**src/rtl/core/ps2mt_pkg.sv**
```systemverilog
package ps2mt_pkg;

  // coordinate width of the tracked position
  localparam int COORD_BITS = 12;
  localparam int SUM_W      = COORD_BITS + 2;
  localparam int LIM_W      = (COORD_BITS > 12) ? COORD_BITS : 12;

  // fixed field widths
  localparam int BYTE_W = 8;
  localparam int POS_W  = 12;
  localparam int BTN_W  = 3;
  localparam int CFG_W  = 12;
  localparam int DATA_W = 32;
  localparam int ADDR_W = 3;

  localparam logic [COORD_BITS-1:0] COORD_MASK = {COORD_BITS{1'b1}};
  localparam logic [COORD_BITS-1:0] START_POS  = COORD_BITS'(20);
  localparam logic [CFG_W-1:0]      MAX_X_RST  = CFG_W'(639);
  localparam logic [CFG_W-1:0]      MAX_Y_RST  = CFG_W'(479);

  // header bit positions
  localparam int SYNC_BIT   = 3;
  localparam int X_SIGN_BIT = 4;
  localparam int Y_SIGN_BIT = 5;
  localparam int X_OVF_BIT  = 6;
  localparam int Y_OVF_BIT  = 7;

  // register index codes (address bit 2)
  localparam logic REG_MAX_X = 1'b0;
  localparam logic REG_MAX_Y = 1'b1;

  typedef enum logic [1:0] {
    PH_HEADER = 2'd0,
    PH_DX     = 2'd1,
    PH_DY     = 2'd2
  } phase_t;

  typedef struct packed {
    logic [CFG_W-1:0] max_x;
    logic [CFG_W-1:0] max_y;
  } cfg_t;

  typedef struct packed {
    logic              valid;
    logic [BYTE_W-1:0] rx_byte;
  } stage_t;

  typedef struct packed {
    logic   fire;
    phase_t phase;
  } core_stat_t;

  // clamp limit: max register saturated to the coordinate range
  function automatic logic [COORD_BITS-1:0] coord_lim(input logic [CFG_W-1:0] m);
    logic [LIM_W-1:0] ext;
    ext = LIM_W'(m);
    if (ext > LIM_W'(COORD_MASK)) return COORD_MASK;
    return COORD_BITS'(ext);
  endfunction

  // clamp a signed sum to 0..lim
  function automatic logic [COORD_BITS-1:0] clamp_coord(
    input logic signed [SUM_W-1:0] v,
    input logic [COORD_BITS-1:0]   lim
  );
    logic signed [SUM_W-1:0] lim_s;
    lim_s = $signed({2'b00, lim});
    if (v < 0) return '0;
    if (v > lim_s) return lim;
    return COORD_BITS'(v);
  endfunction

endpackage

```
**src/rtl/core/ps2mt_in_if.sv**
```systemverilog
interface ps2mt_in_if;
  import ps2mt_pkg::*;

  logic              valid;
  logic              ready;
  logic [BYTE_W-1:0] rx_byte;

  modport source (output valid, output rx_byte, input ready);
  modport sink (input valid, input rx_byte, output ready);
endinterface

```
**src/rtl/core/ps2mt_out_if.sv**
```systemverilog
interface ps2mt_out_if;
  import ps2mt_pkg::*;

  logic             valid;
  logic             ready;
  logic [POS_W-1:0] pos_x;
  logic [POS_W-1:0] pos_y;
  logic [BTN_W-1:0] button_bits;

  modport source (output valid, output pos_x, output pos_y, output button_bits, input ready);
  modport sink (input valid, input pos_x, input pos_y, input button_bits, output ready);
endinterface

```
**src/rtl/core/ps2_mouse_packet_tracker_unit.sv**
```systemverilog
// path: an accepted byte passes the input register, then a dy byte loads the result
//   register; results follow the third byte only, and only if no overflow bit is set
// throughput: one byte per cycle while the result register is free or being taken
// reset: rst_n synchronous active low; phase 0, buttons cleared,
//   position 20/20, max_x 639, max_y 479, no result pending
module ps2_mouse_packet_tracker_unit (
  input  logic                         clk,
  input  logic                         rst_n,
  ps2mt_in_if.sink                     in_ch,
  ps2mt_out_if.source                  out_ch,
  input  logic                         psel,
  input  logic                         penable,
  input  logic                         pwrite,
  input  logic [ps2mt_pkg::ADDR_W-1:0] paddr,
  input  logic [ps2mt_pkg::DATA_W-1:0] pwdata,
  output logic [ps2mt_pkg::DATA_W-1:0] prdata,
  output logic                         pready
);
  import ps2mt_pkg::*;

  cfg_t       cfg;
  stage_t     stg;
  core_stat_t stat;
  logic       adv;

  ps2mt_cfg_regs u_cfg (
    .clk     (clk),
    .rst_n   (rst_n),
    .psel    (psel),
    .penable (penable),
    .pwrite  (pwrite),
    .paddr   (paddr),
    .pwdata  (pwdata),
    .prdata  (prdata),
    .pready  (pready),
    .cfg     (cfg)
  );

  ps2mt_in_stage u_in (
    .clk   (clk),
    .rst_n (rst_n),
    .in_ch (in_ch),
    .adv   (adv),
    .stg   (stg)
  );

  ps2mt_core u_core (
    .clk    (clk),
    .rst_n  (rst_n),
    .stg    (stg),
    .cfg    (cfg),
    .adv    (adv),
    .stat   (stat),
    .out_ch (out_ch)
  );

  // a new word appears only after a dy byte was processed
  a_out_after_dy: assert property (@(posedge clk) disable iff (!rst_n)
    $rose(out_ch.valid) |-> $past(stat.fire && stat.phase == PH_DY))
    else $error("result without dy byte");

  // header without sync bit keeps the tracker in phase 0
  a_sync_drop: assert property (@(posedge clk) disable iff (!rst_n)
    (stat.fire && stat.phase == PH_HEADER && !stg.rx_byte[SYNC_BIT])
      |=> stat.phase == PH_HEADER)
    else $error("unsynced header advanced phase");

  // an empty input register never blocks the input
  a_in_free: assert property (@(posedge clk) disable iff (!rst_n)
    !stg.valid |-> in_ch.ready)
    else $error("input stalled while empty");
endmodule

```
**src/rtl/core/ps2mt_cfg_regs.sv**
```systemverilog
module ps2mt_cfg_regs (
  input  logic                       clk,
  input  logic                       rst_n,
  input  logic                       psel,
  input  logic                       penable,
  input  logic                       pwrite,
  input  logic [ps2mt_pkg::ADDR_W-1:0] paddr,
  input  logic [ps2mt_pkg::DATA_W-1:0] pwdata,
  output logic [ps2mt_pkg::DATA_W-1:0] prdata,
  output logic                       pready,
  output ps2mt_pkg::cfg_t            cfg
);
  import ps2mt_pkg::*;

  logic [CFG_W-1:0] max_x_r, max_x_nxt;
  logic [CFG_W-1:0] max_y_r, max_y_nxt;
  logic             wr_en;
  logic             reg_sel;

  assign pready  = 1'b1;
  assign wr_en   = psel && penable && pwrite;
  assign reg_sel = paddr[2];

  // register write decode
  always_comb begin
    max_x_nxt = max_x_r;
    max_y_nxt = max_y_r;
    if (wr_en) begin
      if (reg_sel == REG_MAX_X) max_x_nxt = pwdata[CFG_W-1:0];
      if (reg_sel == REG_MAX_Y) max_y_nxt = pwdata[CFG_W-1:0];
    end
  end

  always_ff @(posedge clk) begin
    if (!rst_n) begin
      max_x_r <= MAX_X_RST;
      max_y_r <= MAX_Y_RST;
    end else begin
      max_x_r <= max_x_nxt;
      max_y_r <= max_y_nxt;
    end
  end

  // read mux
  assign prdata = (reg_sel == REG_MAX_Y) ? DATA_W'(max_y_r) : DATA_W'(max_x_r);

  assign cfg.max_x = max_x_r;
  assign cfg.max_y = max_y_r;
endmodule

```
**src/rtl/core/ps2mt_in_stage.sv**
```systemverilog
module ps2mt_in_stage (
  input  logic                 clk,
  input  logic                 rst_n,
  ps2mt_in_if.sink             in_ch,
  input  logic                 adv,
  output ps2mt_pkg::stage_t    stg
);
  import ps2mt_pkg::*;

  logic              valid_r, valid_nxt;
  logic [BYTE_W-1:0] byte_r, byte_nxt;
  logic              take;

  // stage is free when empty or draining this cycle
  assign in_ch.ready = !valid_r || adv;
  assign take        = in_ch.valid && in_ch.ready;

  always_comb begin
    valid_nxt = take ? 1'b1 : (valid_r && !adv);
    byte_nxt  = take ? in_ch.rx_byte : byte_r;
  end

  always_ff @(posedge clk) begin
    if (!rst_n) begin
      valid_r <= 1'b0;
    end else begin
      valid_r <= valid_nxt;
    end
  end

  always_ff @(posedge clk) begin
    byte_r <= byte_nxt;
  end

  assign stg.valid   = valid_r;
  assign stg.rx_byte = byte_r;
endmodule

```
**src/rtl/core/ps2mt_core.sv**
```systemverilog
module ps2mt_core (
  input  logic                  clk,
  input  logic                  rst_n,
  input  ps2mt_pkg::stage_t     stg,
  input  ps2mt_pkg::cfg_t       cfg,
  output logic                  adv,
  output ps2mt_pkg::core_stat_t stat,
  ps2mt_out_if.source           out_ch
);
  import ps2mt_pkg::*;

  phase_t                 phase_r, phase_nxt;
  logic [BTN_W-1:0]       btn_r, btn_nxt;
  logic [BYTE_W-1:0]      hdr_r, hdr_nxt;
  logic [BYTE_W-1:0]      dx_r, dx_nxt;
  logic [COORD_BITS-1:0]  x_r, x_nxt;
  logic [COORD_BITS-1:0]  y_r, y_nxt;
  logic                   ov_r, ov_nxt;
  logic [POS_W-1:0]       px_r, px_nxt;
  logic [POS_W-1:0]       py_r, py_nxt;
  logic [BTN_W-1:0]       pb_r, pb_nxt;
  logic                   fire;
  logic signed [SUM_W-1:0] nx, ny;
  logic [COORD_BITS-1:0]  cx, cy;

  // advance when the result register is free or being taken
  assign adv  = !ov_r || out_ch.ready;
  assign fire = stg.valid && adv;

  // 9-bit deltas, x adds, y subtracts
  assign nx = $signed({2'b00, x_r}) + SUM_W'($signed({hdr_r[X_SIGN_BIT], dx_r}));
  assign ny = $signed({2'b00, y_r}) - SUM_W'($signed({hdr_r[Y_SIGN_BIT], stg.rx_byte}));
  assign cx = clamp_coord(nx, coord_lim(cfg.max_x));
  assign cy = clamp_coord(ny, coord_lim(cfg.max_y));

  // packet phase sequencing and result load
  always_comb begin
    phase_nxt = phase_r;
    btn_nxt   = btn_r;
    hdr_nxt   = hdr_r;
    dx_nxt    = dx_r;
    x_nxt     = x_r;
    y_nxt     = y_r;
    ov_nxt    = ov_r && !out_ch.ready;
    px_nxt    = px_r;
    py_nxt    = py_r;
    pb_nxt    = pb_r;
    if (fire) begin
      unique case (phase_r)
        PH_HEADER: begin
          hdr_nxt = stg.rx_byte;
          if (stg.rx_byte[SYNC_BIT]) begin
            btn_nxt   = stg.rx_byte[BTN_W-1:0];
            phase_nxt = PH_DX;
          end
        end
        PH_DX: begin
          dx_nxt    = stg.rx_byte;
          phase_nxt = PH_DY;
        end
        PH_DY: begin
          phase_nxt = PH_HEADER;
          if (!(hdr_r[X_OVF_BIT] || hdr_r[Y_OVF_BIT])) begin
            x_nxt  = cx;
            y_nxt  = cy;
            ov_nxt = 1'b1;
            px_nxt = POS_W'(cx);
            py_nxt = POS_W'(cy);
            pb_nxt = btn_r;
          end
        end
        default: begin
          phase_nxt = PH_HEADER;
        end
      endcase
    end
  end

  always_ff @(posedge clk) begin
    if (!rst_n) begin
      phase_r <= PH_HEADER;
      btn_r   <= '0;
      hdr_r   <= '0;
      dx_r    <= '0;
      x_r     <= START_POS;
      y_r     <= START_POS;
      ov_r    <= 1'b0;
    end else begin
      phase_r <= phase_nxt;
      btn_r   <= btn_nxt;
      hdr_r   <= hdr_nxt;
      dx_r    <= dx_nxt;
      x_r     <= x_nxt;
      y_r     <= y_nxt;
      ov_r    <= ov_nxt;
    end
  end

  // result payload
  always_ff @(posedge clk) begin
    px_r <= px_nxt;
    py_r <= py_nxt;
    pb_r <= pb_nxt;
  end

  assign out_ch.valid       = ov_r;
  assign out_ch.pos_x       = px_r;
  assign out_ch.pos_y       = py_r;
  assign out_ch.button_bits = pb_r;

  assign stat.fire  = fire;
  assign stat.phase = phase_r;
endmodule
```
**src/flat_wrapper.sv**
```systemverilog
// flat-port wrapper written by rule: the top's interface ports become plain ports
module ps2_mouse_packet_tracker_unit_flat import ps2mt_pkg::*;
  (clk, rst_n, psel, penable, pwrite, paddr, pwdata, prdata, pready, in_ch_valid, in_ch_rx_byte, in_ch_ready, out_ch_valid, out_ch_pos_x, out_ch_pos_y, out_ch_button_bits, out_ch_ready);
  ps2mt_in_if in_ch_i ();
  ps2mt_out_if out_ch_i ();
  input  logic clk;
  input  logic rst_n;
  input  logic psel;
  input  logic penable;
  input  logic pwrite;
  input  logic [ps2mt_pkg::ADDR_W-1:0] paddr;
  input  logic [ps2mt_pkg::DATA_W-1:0] pwdata;
  output logic [ps2mt_pkg::DATA_W-1:0] prdata;
  output logic pready;
  input wire logic [$bits(in_ch_i.valid)-1:0] in_ch_valid;
  input wire logic [$bits(in_ch_i.rx_byte)-1:0] in_ch_rx_byte;
  output wire logic [$bits(in_ch_i.ready)-1:0] in_ch_ready;
  output wire logic [$bits(out_ch_i.valid)-1:0] out_ch_valid;
  output wire logic [$bits(out_ch_i.pos_x)-1:0] out_ch_pos_x;
  output wire logic [$bits(out_ch_i.pos_y)-1:0] out_ch_pos_y;
  output wire logic [$bits(out_ch_i.button_bits)-1:0] out_ch_button_bits;
  input wire logic [$bits(out_ch_i.ready)-1:0] out_ch_ready;
  assign in_ch_i.valid = in_ch_valid;
  assign in_ch_i.rx_byte = in_ch_rx_byte;
  assign in_ch_ready = in_ch_i.ready;
  assign out_ch_valid = out_ch_i.valid;
  assign out_ch_pos_x = out_ch_i.pos_x;
  assign out_ch_pos_y = out_ch_i.pos_y;
  assign out_ch_button_bits = out_ch_i.button_bits;
  assign out_ch_i.ready = out_ch_ready;
  ps2_mouse_packet_tracker_unit u_core (.clk(clk), .rst_n(rst_n), .in_ch(in_ch_i), .out_ch(out_ch_i), .psel(psel), .penable(penable), .pwrite(pwrite), .paddr(paddr), .pwdata(pwdata), .prdata(prdata), .pready(pready));
endmodule
```
**config.mk**
```make
export PLATFORM = sky130hd
export DESIGN_NAME = ps2_mouse_packet_tracker_unit_flat
export DESIGN_NICKNAME = d
export VERILOG_FILES = /design/src/rtl/core/ps2mt_pkg.sv /design/src/rtl/core/ps2mt_in_if.sv /design/src/rtl/core/ps2mt_out_if.sv /design/src/rtl/core/ps2_mouse_packet_tracker_unit.sv /design/src/rtl/core/ps2mt_cfg_regs.sv /design/src/rtl/core/ps2mt_in_stage.sv /design/src/rtl/core/ps2mt_core.sv /design/src/flat_wrapper.sv
export SDC_FILE = /design/constraint.sdc
export NUM_CORES = 1
export LEC_CHECK = 0
export BUFFER_PORTS_ARGS = -buffer_cell sky130_fd_sc_hd__buf_2
export CORE_AREA = 2 2 156 158
export DETAILED_ROUTE_END_ITERATION = 16
export DIE_AREA = 0 0 158 160
export PLACE_DENSITY = 0.47
export REMOVE_ABC_BUFFERS = 1
export SETUP_SLACK_MARGIN = 0.2
export SYNTH_ARGS = -nofsm -noshare
export SYNTH_HDL_FRONTEND = slang
export SYNTH_SLANG_ARGS = --single-unit
```
**constraint.sdc**
```tcl
create_clock -name clk -period 4.95 [get_ports clk]
set_input_delay 0 -clock clk [delete_from_list [all_inputs] [get_ports clk]]
set_output_delay 0 -clock clk [all_outputs]
set_load 0.005 [all_outputs]
```
### After elaboration in Yosys (flattened, before gate mapping)

Index checks and enable logic that the tools add are counted.

* bits in registers: 106
* latch bits: 0
* bits in writable memories: 0
* ROM bits: 0
* output and inout port bits: 62
* word-level logic and storage cells: 75
* memories kept: 0

* $add $sub $neg: 2
* $mul: 0
* divide/modulo/power cells: 0
* magnitude comparators: 6
* equal/unequal tests: 3
* shift-type cells: 0
* muxes and demuxes: 27
* bitwise gates (word level): 2
* reduce and logical (&&, ||, !) cells: 21

Operator list (count)
* $mux W12: 13
* $gt A14 B13 Y1: 2
* $lt A14 B1 Y1 const B: 2
* $gt A12 B12 Y1 const B: 2
* $add A13 B9 Y14: 1
* $sub A13 B9 Y14: 1
* $mux W1: 12
* $reduce_and A2 Y1: 5
* $logic_and A1 B1 Y1: 6
* $reduce_and A3 Y1: 2
* $logic_not A1 Y1: 4
* $pmux W2 S2: 1
* $logic_or A1 B1 Y1: 3
* $eq A2 B1 Y1 const B: 1
* $eq A2 B2 Y1 const B: 1
* $logic_not A2 Y1: 1
* $mux W2: 1
* $ne A2 B1 Y1 const B: 1
* $not A1 Y1: 2

### Logic depth before layout (Yosys ltp)

Gate-level depths: netlist (run 1).

* depth after elaboration: 8
* mapped depth: 20
* mapped depth without buffers: 19

### Modules after synthesis

A second synthesis (run 1) with hierarchy kept.

* cell total of the unflattened synthesis: 645
* area total of the unflattened synthesis: 6117.1 um^2

Modules (own cells, without submodules)
* ps2mt_core: instances 1, cells each 497, area an instance 4509.3 um^2, seq. area each 1651.6 um^2
* ps2mt_cfg_regs: instances 1, cells each 134, area an instance 1302.5 um^2, seq. area each 480.5 um^2
* ps2mt_in_stage: instances 1, cells each 14, area an instance 305.3 um^2, seq. area each 260.2 um^2

### Worst setup path before layout (run 1)

Ideal clock, no wire load.

* path kind: register -> register
* from: register u_core.u_core.dx_r[6]
* to: register u_core.u_core.px_r[10], in the netlist u_core.u_core.out_ch.pos_x[10] (data pin)
* arrival time: 3583 ps
* path slack: 1090 ps
* cell stages (with the launch flop): 19
* path buffers: 1
* path through: dfxtp_1 > ha_1 > a21o_1 > a211o_1 > o21ai_0 > a21oi_1 > a21o_1 > a211oi_1 > nor3_1 > ha_1 > nand3_1 > nor4_1 > nor2_1 > o31a_1 > o21a_1 > nor3_2 > buf_6 > mux2i_1 > nor2_1

* cells in the longest elaborated chain, start to end: 6
* elaborated cells on any way between the ends: 9
* those cells by class: 1 x add/sub; 2 x order compare; 6 x mux

Ends and longest elaborated chain
* start, declared: line ps2mt_core.sv:15 `logic [BYTE_W-1:0] dx_r, dx_nxt;`
* start signal, assigned: line ps2mt_core.sv:92 `dx_r <= dx_nxt;`
* $add A13 B9 Y14 *: line ps2mt_core.sv:31 `assign nx = $signed({2'b00, x_r}) + SUM_W'($signed({hdr_r[X_SIGN_BIT], dx_r}));`
* $gt A14 B13 Y1: line ps2mt_pkg.sv:69 `if (v > lim_s) return lim;`
* $mux W1 (2 in series): line ps2mt_pkg.sv:69
* $mux W12: line ps2mt_pkg.sv:70 `return COORD_BITS'(v);`
* $mux W12 *: line ps2mt_pkg.sv:69
* named net u_core.u_core.cx[10]: line ps2mt_core.sv:24 `logic [COORD_BITS-1:0] cx, cy;`
* end signal, assigned: line ps2mt_core.sv:101 `px_r <= px_nxt;`
* end, declared: line ps2mt_core.sv:19 `logic [POS_W-1:0] px_r, px_nxt;`

Mark *: on every way through the listed nets, which the timed path passes. The rest lies on a longest branch. The select of a mux whose other input is x is not followed.
A chain may end at the register's enable or synchronous reset.

### Worst setup path after layout (run 1)

* from: register u_core.u_in.byte_r[0]
* to: register u_core.u_core.py_r[4], in the netlist u_core.u_core.out_ch.pos_y[4] (data pin)

* cells in the longest elaborated chain, start to end: 6
* elaborated cells on any way between the ends: 9
* those cells by class: 1 x add/sub; 2 x order compare; 6 x mux

Ends and longest elaborated chain
* start, declared: line ps2mt_in_stage.sv:11 `logic [BYTE_W-1:0] byte_r, byte_nxt;`
* start signal, assigned: line ps2mt_in_stage.sv:32 `byte_r <= byte_nxt;`
* $sub A13 B9 Y14 *: line ps2mt_core.sv:32 `assign ny = $signed({2'b00, y_r}) - SUM_W'($signed({hdr_r[Y_SIGN_BIT], stg.rx_byte}));`
* $gt A14 B13 Y1: line ps2mt_pkg.sv:69
* $mux W1 (2 in series): line ps2mt_pkg.sv:69
* $mux W12: line ps2mt_pkg.sv:70
* $mux W12 *: line ps2mt_pkg.sv:69
* named net u_core.u_core.cy[4]: line ps2mt_core.sv:24
* end signal, assigned: line ps2mt_core.sv:102 `py_r <= py_nxt;`
* end, declared: line ps2mt_core.sv:20 `logic [POS_W-1:0] py_r, py_nxt;`

Marked as above.

==> flow_summary.ini, run 1 <==
[clocking]
cts_tree = done
clock_path_buffers = 2
cts.reportedPaths.clkPinSlew_ps = 70
number_of_clock_sinks = 102
clkLatencyLatePin_ps = 360
post-cts-setup-buffer-count = 0
clk_root_buffer_cell = sky130_fd_sc_hd__clkbuf_16
ctsHtreeMaxLevel = 3
cts_inserted_buffers = 9

[power_and_ir_drop]
switching_share_pct = 26.3
power.combinational.fraction_pct = 13.6
p_seq_share_pct = 47.9
internal_power_mw = 1.38
power.density_nw_per_um2 = 267
p_leak_nw = 3.06
p_clk_share_pct = 38.5
p_switching_mw = 0.494
total_power_mw = 1.88
worst_ir_drop_on_vdd_mv = 0.138

[synth]
area_fraction_of_the_dominant_cell_type_after_synthesis_pct = 23.0
synth_flop_cell = sky130_fd_sc_hd__dfxtp_1
post_synth_inst_count = 656
synth_seq_area_share_pct = 41.0
synth.distinct_cells = 53
synth-edff-count = 35
yosys_register_bits = 102
synthesis.area_um2 = 5840
cell_type_contributing_the_most_total_cell_area_after_synthesis = sky130_fd_sc_hd__dfxtp_1
asyncSetResetFlopFracSynth_pct = 0
avgSynthCellArea_um2 = 8.90
ys_top_cells_by_area = sky130_fd_sc_hd__dfxtp_1, sky130_fd_sc_hd__edfxtp_1, sky130_fd_sc_hd__ha_1, sky130_fd_sc_hd__mux2i_1, sky130_fd_sc_hd__nand2_1
ys.warnings.count = 0

[timing]
finalHoldViolCount = 0
post_route_setup_tns_ps = 0
final_min_period_over_clock_period_pct = 87.3
timing.max_slew.rel_slack_pct = 22.6
timing.final.crit_period_ps = 4320
maxClockFrequency_mhz = 231
final_critical_path_setup_slack_ps = 630
timing.final.max_slew_violations = 0
grt_setup_unrepaired = false
tightest_slew_ps = 1160
fin_hold_ws_ps = 9.24
worst_clock_skew_ps = 8.23
setup-violations-final = 0

[floorplan]
placeableCoreArea_um2 = 23800
design.die.area_um2 = 25300
dieHeight_um = 160
start_util_pct = 24.5
std_cell_rows = 57
die_x_um = 158
io-pin-count = 112

[drt]
viasPerCell = 4.32
dr_total_vias = 4631
drt_iter0_drc = 171
detail-route-antenna-nets = 0
drtPass1Iterations = 7
drcViolationCount = 0
detail_route.wl_per_cell_um = 14.4
finalWirelength_mm = 15.4

[critical_path]
critical-path-max-stage-delay_ps = 430
timing.critical_path.to_type = flop
logic_depth_of_the_worst_setup_path_including_buffers = 18
critical_path.top_delay_family = compound AO/OA/AOI/OAI gates
crit_slowest_cell = sky130_fd_sc_hd__edfxtp_1
crit-reg2reg-launch = u_core.u_in.byte_r[0]
r2r_end = u_core.u_core.out_ch.pos_y[4]
crit_buf_inv = 2
crit_path_start_kind = flop
timing.critical_path.cells = ha_1, inv_1, fa_1, a21o_1, a21oi_2, o21ai_0, a211oi_2, o21ai_0, a21oi_1, xnor2_1, ha_1, and3_1, o21a_1, a32o_1, nand4_2, buf_12, mux2i_1, nor2_1
critPathArrivalTime_ps = 4430
worst-endpoint-required_ps = 5060
setup.worst_path.class = reg -> reg
worst_r2r_path_depth = 18
critical_path.endpoint = u_core.u_core.out_ch.pos_y[4]
worstSetupStartpoint = u_core.u_in.byte_r[0]
path_max_fanout = 8
ff2ff_setup_slack_ps = 630

[layout]
final_core_utilization_pct = 29.5
nets_final = 844
drive_gt1_share_pct = 13.5
area_delta_synth_final_pct = 20.3
fill_cell_total_of_the_finished_layout = 2600
final_cell_mix = sky130_fd_sc_hd__nand2_1, sky130_fd_sc_hd__buf_2, sky130_fd_sc_hd__dfxtp_1
antenna_cells = 0
most_frequent_standard_cell_in_the_layout_excluding_fill_and_tap_cells = sky130_fd_sc_hd__nand2_1

[global_route]
grt.met2_usage_pct = 22.0
grt_first_pass_wirelength_mm = 24.8
gr-max-usage-layer = met2
globalRoute.totalOverflow = 0
initial_antenna_violation_count = 0
grt_pass1_vias = 4644
grt_start_max_net_pins = 35
met3_routing_resource_usage_after_global_routing_pct = 2.44
met1_usage_pct = 16.0
globalRouteTotalUtil_pct = 12.8

[placement]
port_buffers = 68
gpl.final_weighted_congestion = 0.816
detailedPlace.worstSlack_ps = 463
hpwl_mm = 12.0

[job]
drv_cap = 0

[run_status]
outcome = completed

[hold_path]
worstHoldPathType = in -> reg
-- worst min-delay path by stage --
stage                startpoint                      end  slack [ps]  cells past startpoint
2_1_floorplan          paddr[2]               prdata[10]          70                      1
3_3_place_gp   in_ch_rx_byte[5]    u_core.u_in.byte_r[5]         180                      1
3_5_place_dp   in_ch_rx_byte[5]    u_core.u_in.byte_r[5]         180                      1
4_1_cts                   rst_n  u_core.u_cfg.max_y_r[0]           3                      2
5_1_grt                   rst_n  u_core.u_cfg.max_x_r[9]          30                      2
6_report                  rst_n  u_core.u_cfg.max_y_r[0]           9                      2
-- what timing repair did --
action                                 in CTS  in global routing
resized for setup                           0                  3
hold buffers                               24                  0
endpoints found under the hold margin      34                  0
setup endpoints to repair                   0                 19
-- per-stage QoR --
stage,cells,area [um^2]
global placement,1033,6480
CTS,1073,7010
global route,1073,7020
floorplan,634,5660
detailed placement,1033,6480
finish,1073,7020
-- final cells by class --
cell class	instances	area, um^2	area share, %
Clock inverter	6	61.3	0.873
Timing Repair Buffer	99	646	9.19
Clock buffer	10	229	3.26
Multi-Input combinational cell	476	3080	43.8
Inverter	56	210	2.99
Tap cell	324	405	5.77
Sequential cell	102	2390	34.1
-- flip-flops by register name, summed over array words and instances, names as in the netlist --
signal,count
u_core.u_in.valid_r,1
u_core.u_core.out_ch.button_bits,3
u_core.u_core.y_r,12
u_core.u_core.out_ch.valid,1
u_core.u_core.out_ch.pos_x,12
u_core.u_core.btn_r,3
u_core.u_core.hdr_r,4
u_core.u_core.x_r,12
u_core.u_core.dx_r,8
u_core.u_cfg.max_x_r,12
u_core.u_core.phase_r,2
u_core.u_core.out_ch.pos_y,12
u_core.u_in.byte_r,8
u_core.u_cfg.max_y_r,12
-- worst register-to-register path, cell delays in order (launching register included) --
cell	delay (ps)
sky130_fd_sc_hd__edfxtp_1	430
sky130_fd_sc_hd__ha_1	200
sky130_fd_sc_hd__inv_1	60
sky130_fd_sc_hd__fa_1	390
sky130_fd_sc_hd__a21o_1	200
sky130_fd_sc_hd__a21oi_2	190
sky130_fd_sc_hd__o21ai_0	160
sky130_fd_sc_hd__a211oi_2	300
sky130_fd_sc_hd__o21ai_0	150
sky130_fd_sc_hd__a21oi_1	220
sky130_fd_sc_hd__xnor2_1	170
sky130_fd_sc_hd__ha_1	290
sky130_fd_sc_hd__and3_1	210
sky130_fd_sc_hd__o21a_1	120
sky130_fd_sc_hd__a32o_1	230
sky130_fd_sc_hd__nand4_2	210
sky130_fd_sc_hd__buf_12	170
sky130_fd_sc_hd__mux2i_1	300
sky130_fd_sc_hd__nor2_1	80
-- metal layers --
metal,up-vias,part of all wire [%]
met3,14,3.5
met1,2119,45
met5,-,0
li1,2433,-
met2,65,49
met4,0,1.7
-- cell usage after synthesis (3+ instances only) --
cell type                  instances
sky130_fd_sc_hd__a211o_1           5
sky130_fd_sc_hd__a211oi_1          5
sky130_fd_sc_hd__a21o_1            8
sky130_fd_sc_hd__a21oi_1          49
sky130_fd_sc_hd__and2_1            4
sky130_fd_sc_hd__and3_1            3
sky130_fd_sc_hd__buf_4            21
sky130_fd_sc_hd__clkbuf_1         17
sky130_fd_sc_hd__dfxtp_1          67
sky130_fd_sc_hd__edfxtp_1         35
sky130_fd_sc_hd__ha_1             48
sky130_fd_sc_hd__inv_1            55
sky130_fd_sc_hd__mux2i_1          30
sky130_fd_sc_hd__nand2_1          79
sky130_fd_sc_hd__nand2b_1          8
sky130_fd_sc_hd__nand3_1          11
sky130_fd_sc_hd__nand4_1           7
sky130_fd_sc_hd__nor2_1           59
sky130_fd_sc_hd__nor2b_1           4
sky130_fd_sc_hd__nor3_1            7
sky130_fd_sc_hd__nor4_1            3
sky130_fd_sc_hd__o211ai_1         19
sky130_fd_sc_hd__o21a_1           10
sky130_fd_sc_hd__o21ai_0          23
sky130_fd_sc_hd__o21ai_1          25
sky130_fd_sc_hd__o21bai_1          5
sky130_fd_sc_hd__o31ai_1           3
sky130_fd_sc_hd__xnor2_1          15
-- power by group through the flow --
stage / logic (mW) / registers (mW) / clock network (mW)
2_1_floorplan: 0.158 / 0.912 / 0
3_3_place_gp: 0.238 / 0.918 / 0
3_5_place_dp: 0.240 / 0.918 / 0
4_1_cts: 0.255 / 0.899 / 0.748
5_1_grt: 0.288 / 0.901 / 0.783
6_report: 0.255 / 0.899 / 0.722
-- kinds of logic after synthesis --
group / after synthesis / share of synthesized area, %
AND/OR/NAND/NOR: 193 / 14.7
AO/OA/AOI/OAI: 164 / 17.5
flip-flops: 102 / 41.0
buffers and inverters: 97 / 7.87
adder cells (fa/ha/maj): 50 / 11.0
multiplexers: 31 / 5.34
XOR/XNOR: 17 / 2.55
other: 2 / 0.129
No activity file was read; power rests on OpenSTA's default activity.
==> run 2: changes to the inputs <==
--- a/config.mk
+++ b/config.mk
@@ -6,10 +6,9 @@
 export NUM_CORES = 1
 export LEC_CHECK = 0
 export BUFFER_PORTS_ARGS = -buffer_cell sky130_fd_sc_hd__buf_2
-export CORE_AREA = 2 2 156 158
+export CORE_AREA = 4 4 158 160
 export DETAILED_ROUTE_END_ITERATION = 16
-export DIE_AREA = 0 0 158 160
-export PLACE_DENSITY = 0.47
+export DIE_AREA = 0 0 162 164
 export REMOVE_ABC_BUFFERS = 1
 export SETUP_SLACK_MARGIN = 0.2
 export SYNTH_ARGS = -nofsm -noshare
==> run 2 against run 1 <==
  * Worst setup slack got worse by 54 ps
  * Largest cell class unchanged
  * Sequential share of layout area rose by 0.20 points
  * Wire length fell by 0.87%
  * Final area fell by 0.57%
  * Final cell count fell by 0.65%
  * Clock skew rose by 6.0 ps
  * Core utilization rose by 0.36 points
  * Via count rose by 2.7%
  * Flip-flop and latch count did not move
  * Worst hold slack got worse by 3.3 ps
  * Register-to-register slack got worse by 50 ps
  * First-iteration DRC count rose by 27%
==> flow_summary.ini, run 2 (synthesis gave the netlist of run 1 again) <==
[critical_path]
worst_r2r_path_depth = 18
timing.critical_path.to_type = flop
setup.worst_path.class = reg -> reg
critical_path.top_delay_family = compound AO/OA/AOI/OAI gates
crit_path_start_kind = flop
critical-path-max-stage-delay_ps = 410
crit_slowest_cell = sky130_fd_sc_hd__edfxtp_1
worst-endpoint-required_ps = 5050
timing.critical_path.cells = ha_1, inv_1, fa_1, a21o_1, a21oi_1, o21ai_0, a211oi_2, o21ai_0, a21oi_1, xnor2_1, ha_1, and3_1, o21a_1, a32o_1, nand4_2, buf_4, mux2i_1, nor2_1
path_max_fanout = 9
crit_buf_inv = 2
critPathArrivalTime_ps = 4480
logic_depth_of_the_worst_setup_path_including_buffers = 18

[placement]
gpl.final_weighted_congestion = 0.889
port_buffers = 68
detailedPlace.worstSlack_ps = 487
hpwl_mm = 11.9
post_dp_cell_area_um2 = 6450

[layout]
nets_final = 842
regArea_um2 = 2390
antenna_cells = 0
fill_cell_total_of_the_finished_layout = 2504
drive_gt1_share_pct = 13.0
final_cell_mix = sky130_fd_sc_hd__nand2_1, sky130_fd_sc_hd__buf_2, sky130_fd_sc_hd__dfxtp_1
most_frequent_standard_cell_in_the_layout_excluding_fill_and_tap_cells = sky130_fd_sc_hd__nand2_1
multi_input_area_um2 = 3070
summed_area_of_non_filler_cells_in_the_final_layout_um2 = 6980
area_delta_synth_final_pct = 19.6

[drt]
viasPerCell = 4.46
drtPass1Iterations = 5
finalWirelength_mm = 15.3
detail-route-antenna-nets = 0
dr_total_vias = 4755
drt_iter0_drc = 218
detail_route.wl_per_cell_um = 14.3
drcViolationCount = 0

[clocking]
clkLatencyLatePin_ps = 360
number_of_clock_sinks = 102
clock_path_buffers = 2
cts_tree = done
clk_root_buffer_cell = sky130_fd_sc_hd__clkbuf_16
cts_inserted_buffers = 9
ctsHtreeMaxLevel = 3
post-cts-setup-buffer-count = 0
cts.reportedPaths.clkPinSlew_ps = 70

[run_status]
outcome = completed

[power_and_ir_drop]
power.density_nw_per_um2 = 267
worst_ir_drop_on_vdd_mv = 0.167
total_power_mw = 1.86
p_leak_nw = 3.05

[global_route]
grt_start_max_net_pins = 35
globalRouteTotalUtil_pct = 11.7
grt_pass1_vias = 4539
grt_first_pass_wirelength_mm = 24.2
initial_antenna_violation_count = 0
globalRoute.totalOverflow = 0

[timing]
final_critical_path_setup_slack_ps = 576
timing.final.max_slew_violations = 0
tightest_slew_ps = 1210
timing.final.crit_period_ps = 4370
setup-violations-final = 0
timing.max_slew.rel_slack_pct = 19.1
worst_clock_skew_ps = 14.2
fin_hold_ws_ps = 5.94
grt_setup_unrepaired = false
post_route_setup_tns_ps = 0
maxClockFrequency_mhz = 229
finalHoldViolCount = 0
final_min_period_over_clock_period_pct = 88.4

[floorplan]
io-pin-count = 112
die_x_um = 162
std_cell_rows = 56
placeableCoreArea_um2 = 23400
design.die.area_um2 = 26600
dieHeight_um = 164
start_util_pct = 24.9

[hold_path]
worst_hold_path.num_cells = 2
worstHoldPathType = in -> reg

[job]
drv_cap = 0
[run 2: timing repair]
action	in CTS	in global routing
endpoints found under the setup margin	0	11
hold buffers	24	0
gates resized for setup	0	1
endpoints found under the hold margin	34	0
[run 2: area by class of cell]
cell class / count / share of cell area (%)
Tap cell: 319 / 5.72
Timing Repair Buffer: 97 / 8.85
Clock buffer: 11 / 3.33
Clock inverter: 5 / 0.842
Multi-Input combinational cell: 476 / 44.0
Inverter: 56 / 3.01
Sequential cell: 102 / 34.3
[run 2: routing by layer]
metal	global-route usage [%]	wire, um	up-vias
li1	-	-	2435
met1	15.7	7120	2212
met2	19.1	7230	97
met3	2.33	761	11
met4	3.31	186	0
met5	0	0	-
[run 2: stage by stage]
step | utilization [%] | std cells
after detailed placement | 27.5 | 1026
after CTS | 29.8 | 1066
final | 29.8 | 1066
after global routing | 29.8 | 1066
after floorplan | - | 634
after global placement | 27.5 | 1026
[run 2: where the power goes]
part           leakage, nW  switching, mW  total, mW  internal (mW)
sequential           0.851         0.0153      0.899          0.884
combinational         2.05          0.146      0.250          0.104
clock                0.144          0.317      0.712          0.395
total                 3.05          0.479       1.86           1.38
[run 2: path summary, 6_finish.rpt]
check,slack [ps],end,from
max,580,u_core.u_core.out_ch.pos_y[9],u_core.u_in.byte_r[0]
min,6,u_core.u_cfg.max_y_r[0],rst_n
max reg2reg,580,u_core.u_core.out_ch.pos_y[9],u_core.u_in.byte_r[0]
min reg2reg,430,u_core.u_core.out_ch.button_bits[1],u_core.u_core.btn_r[1]
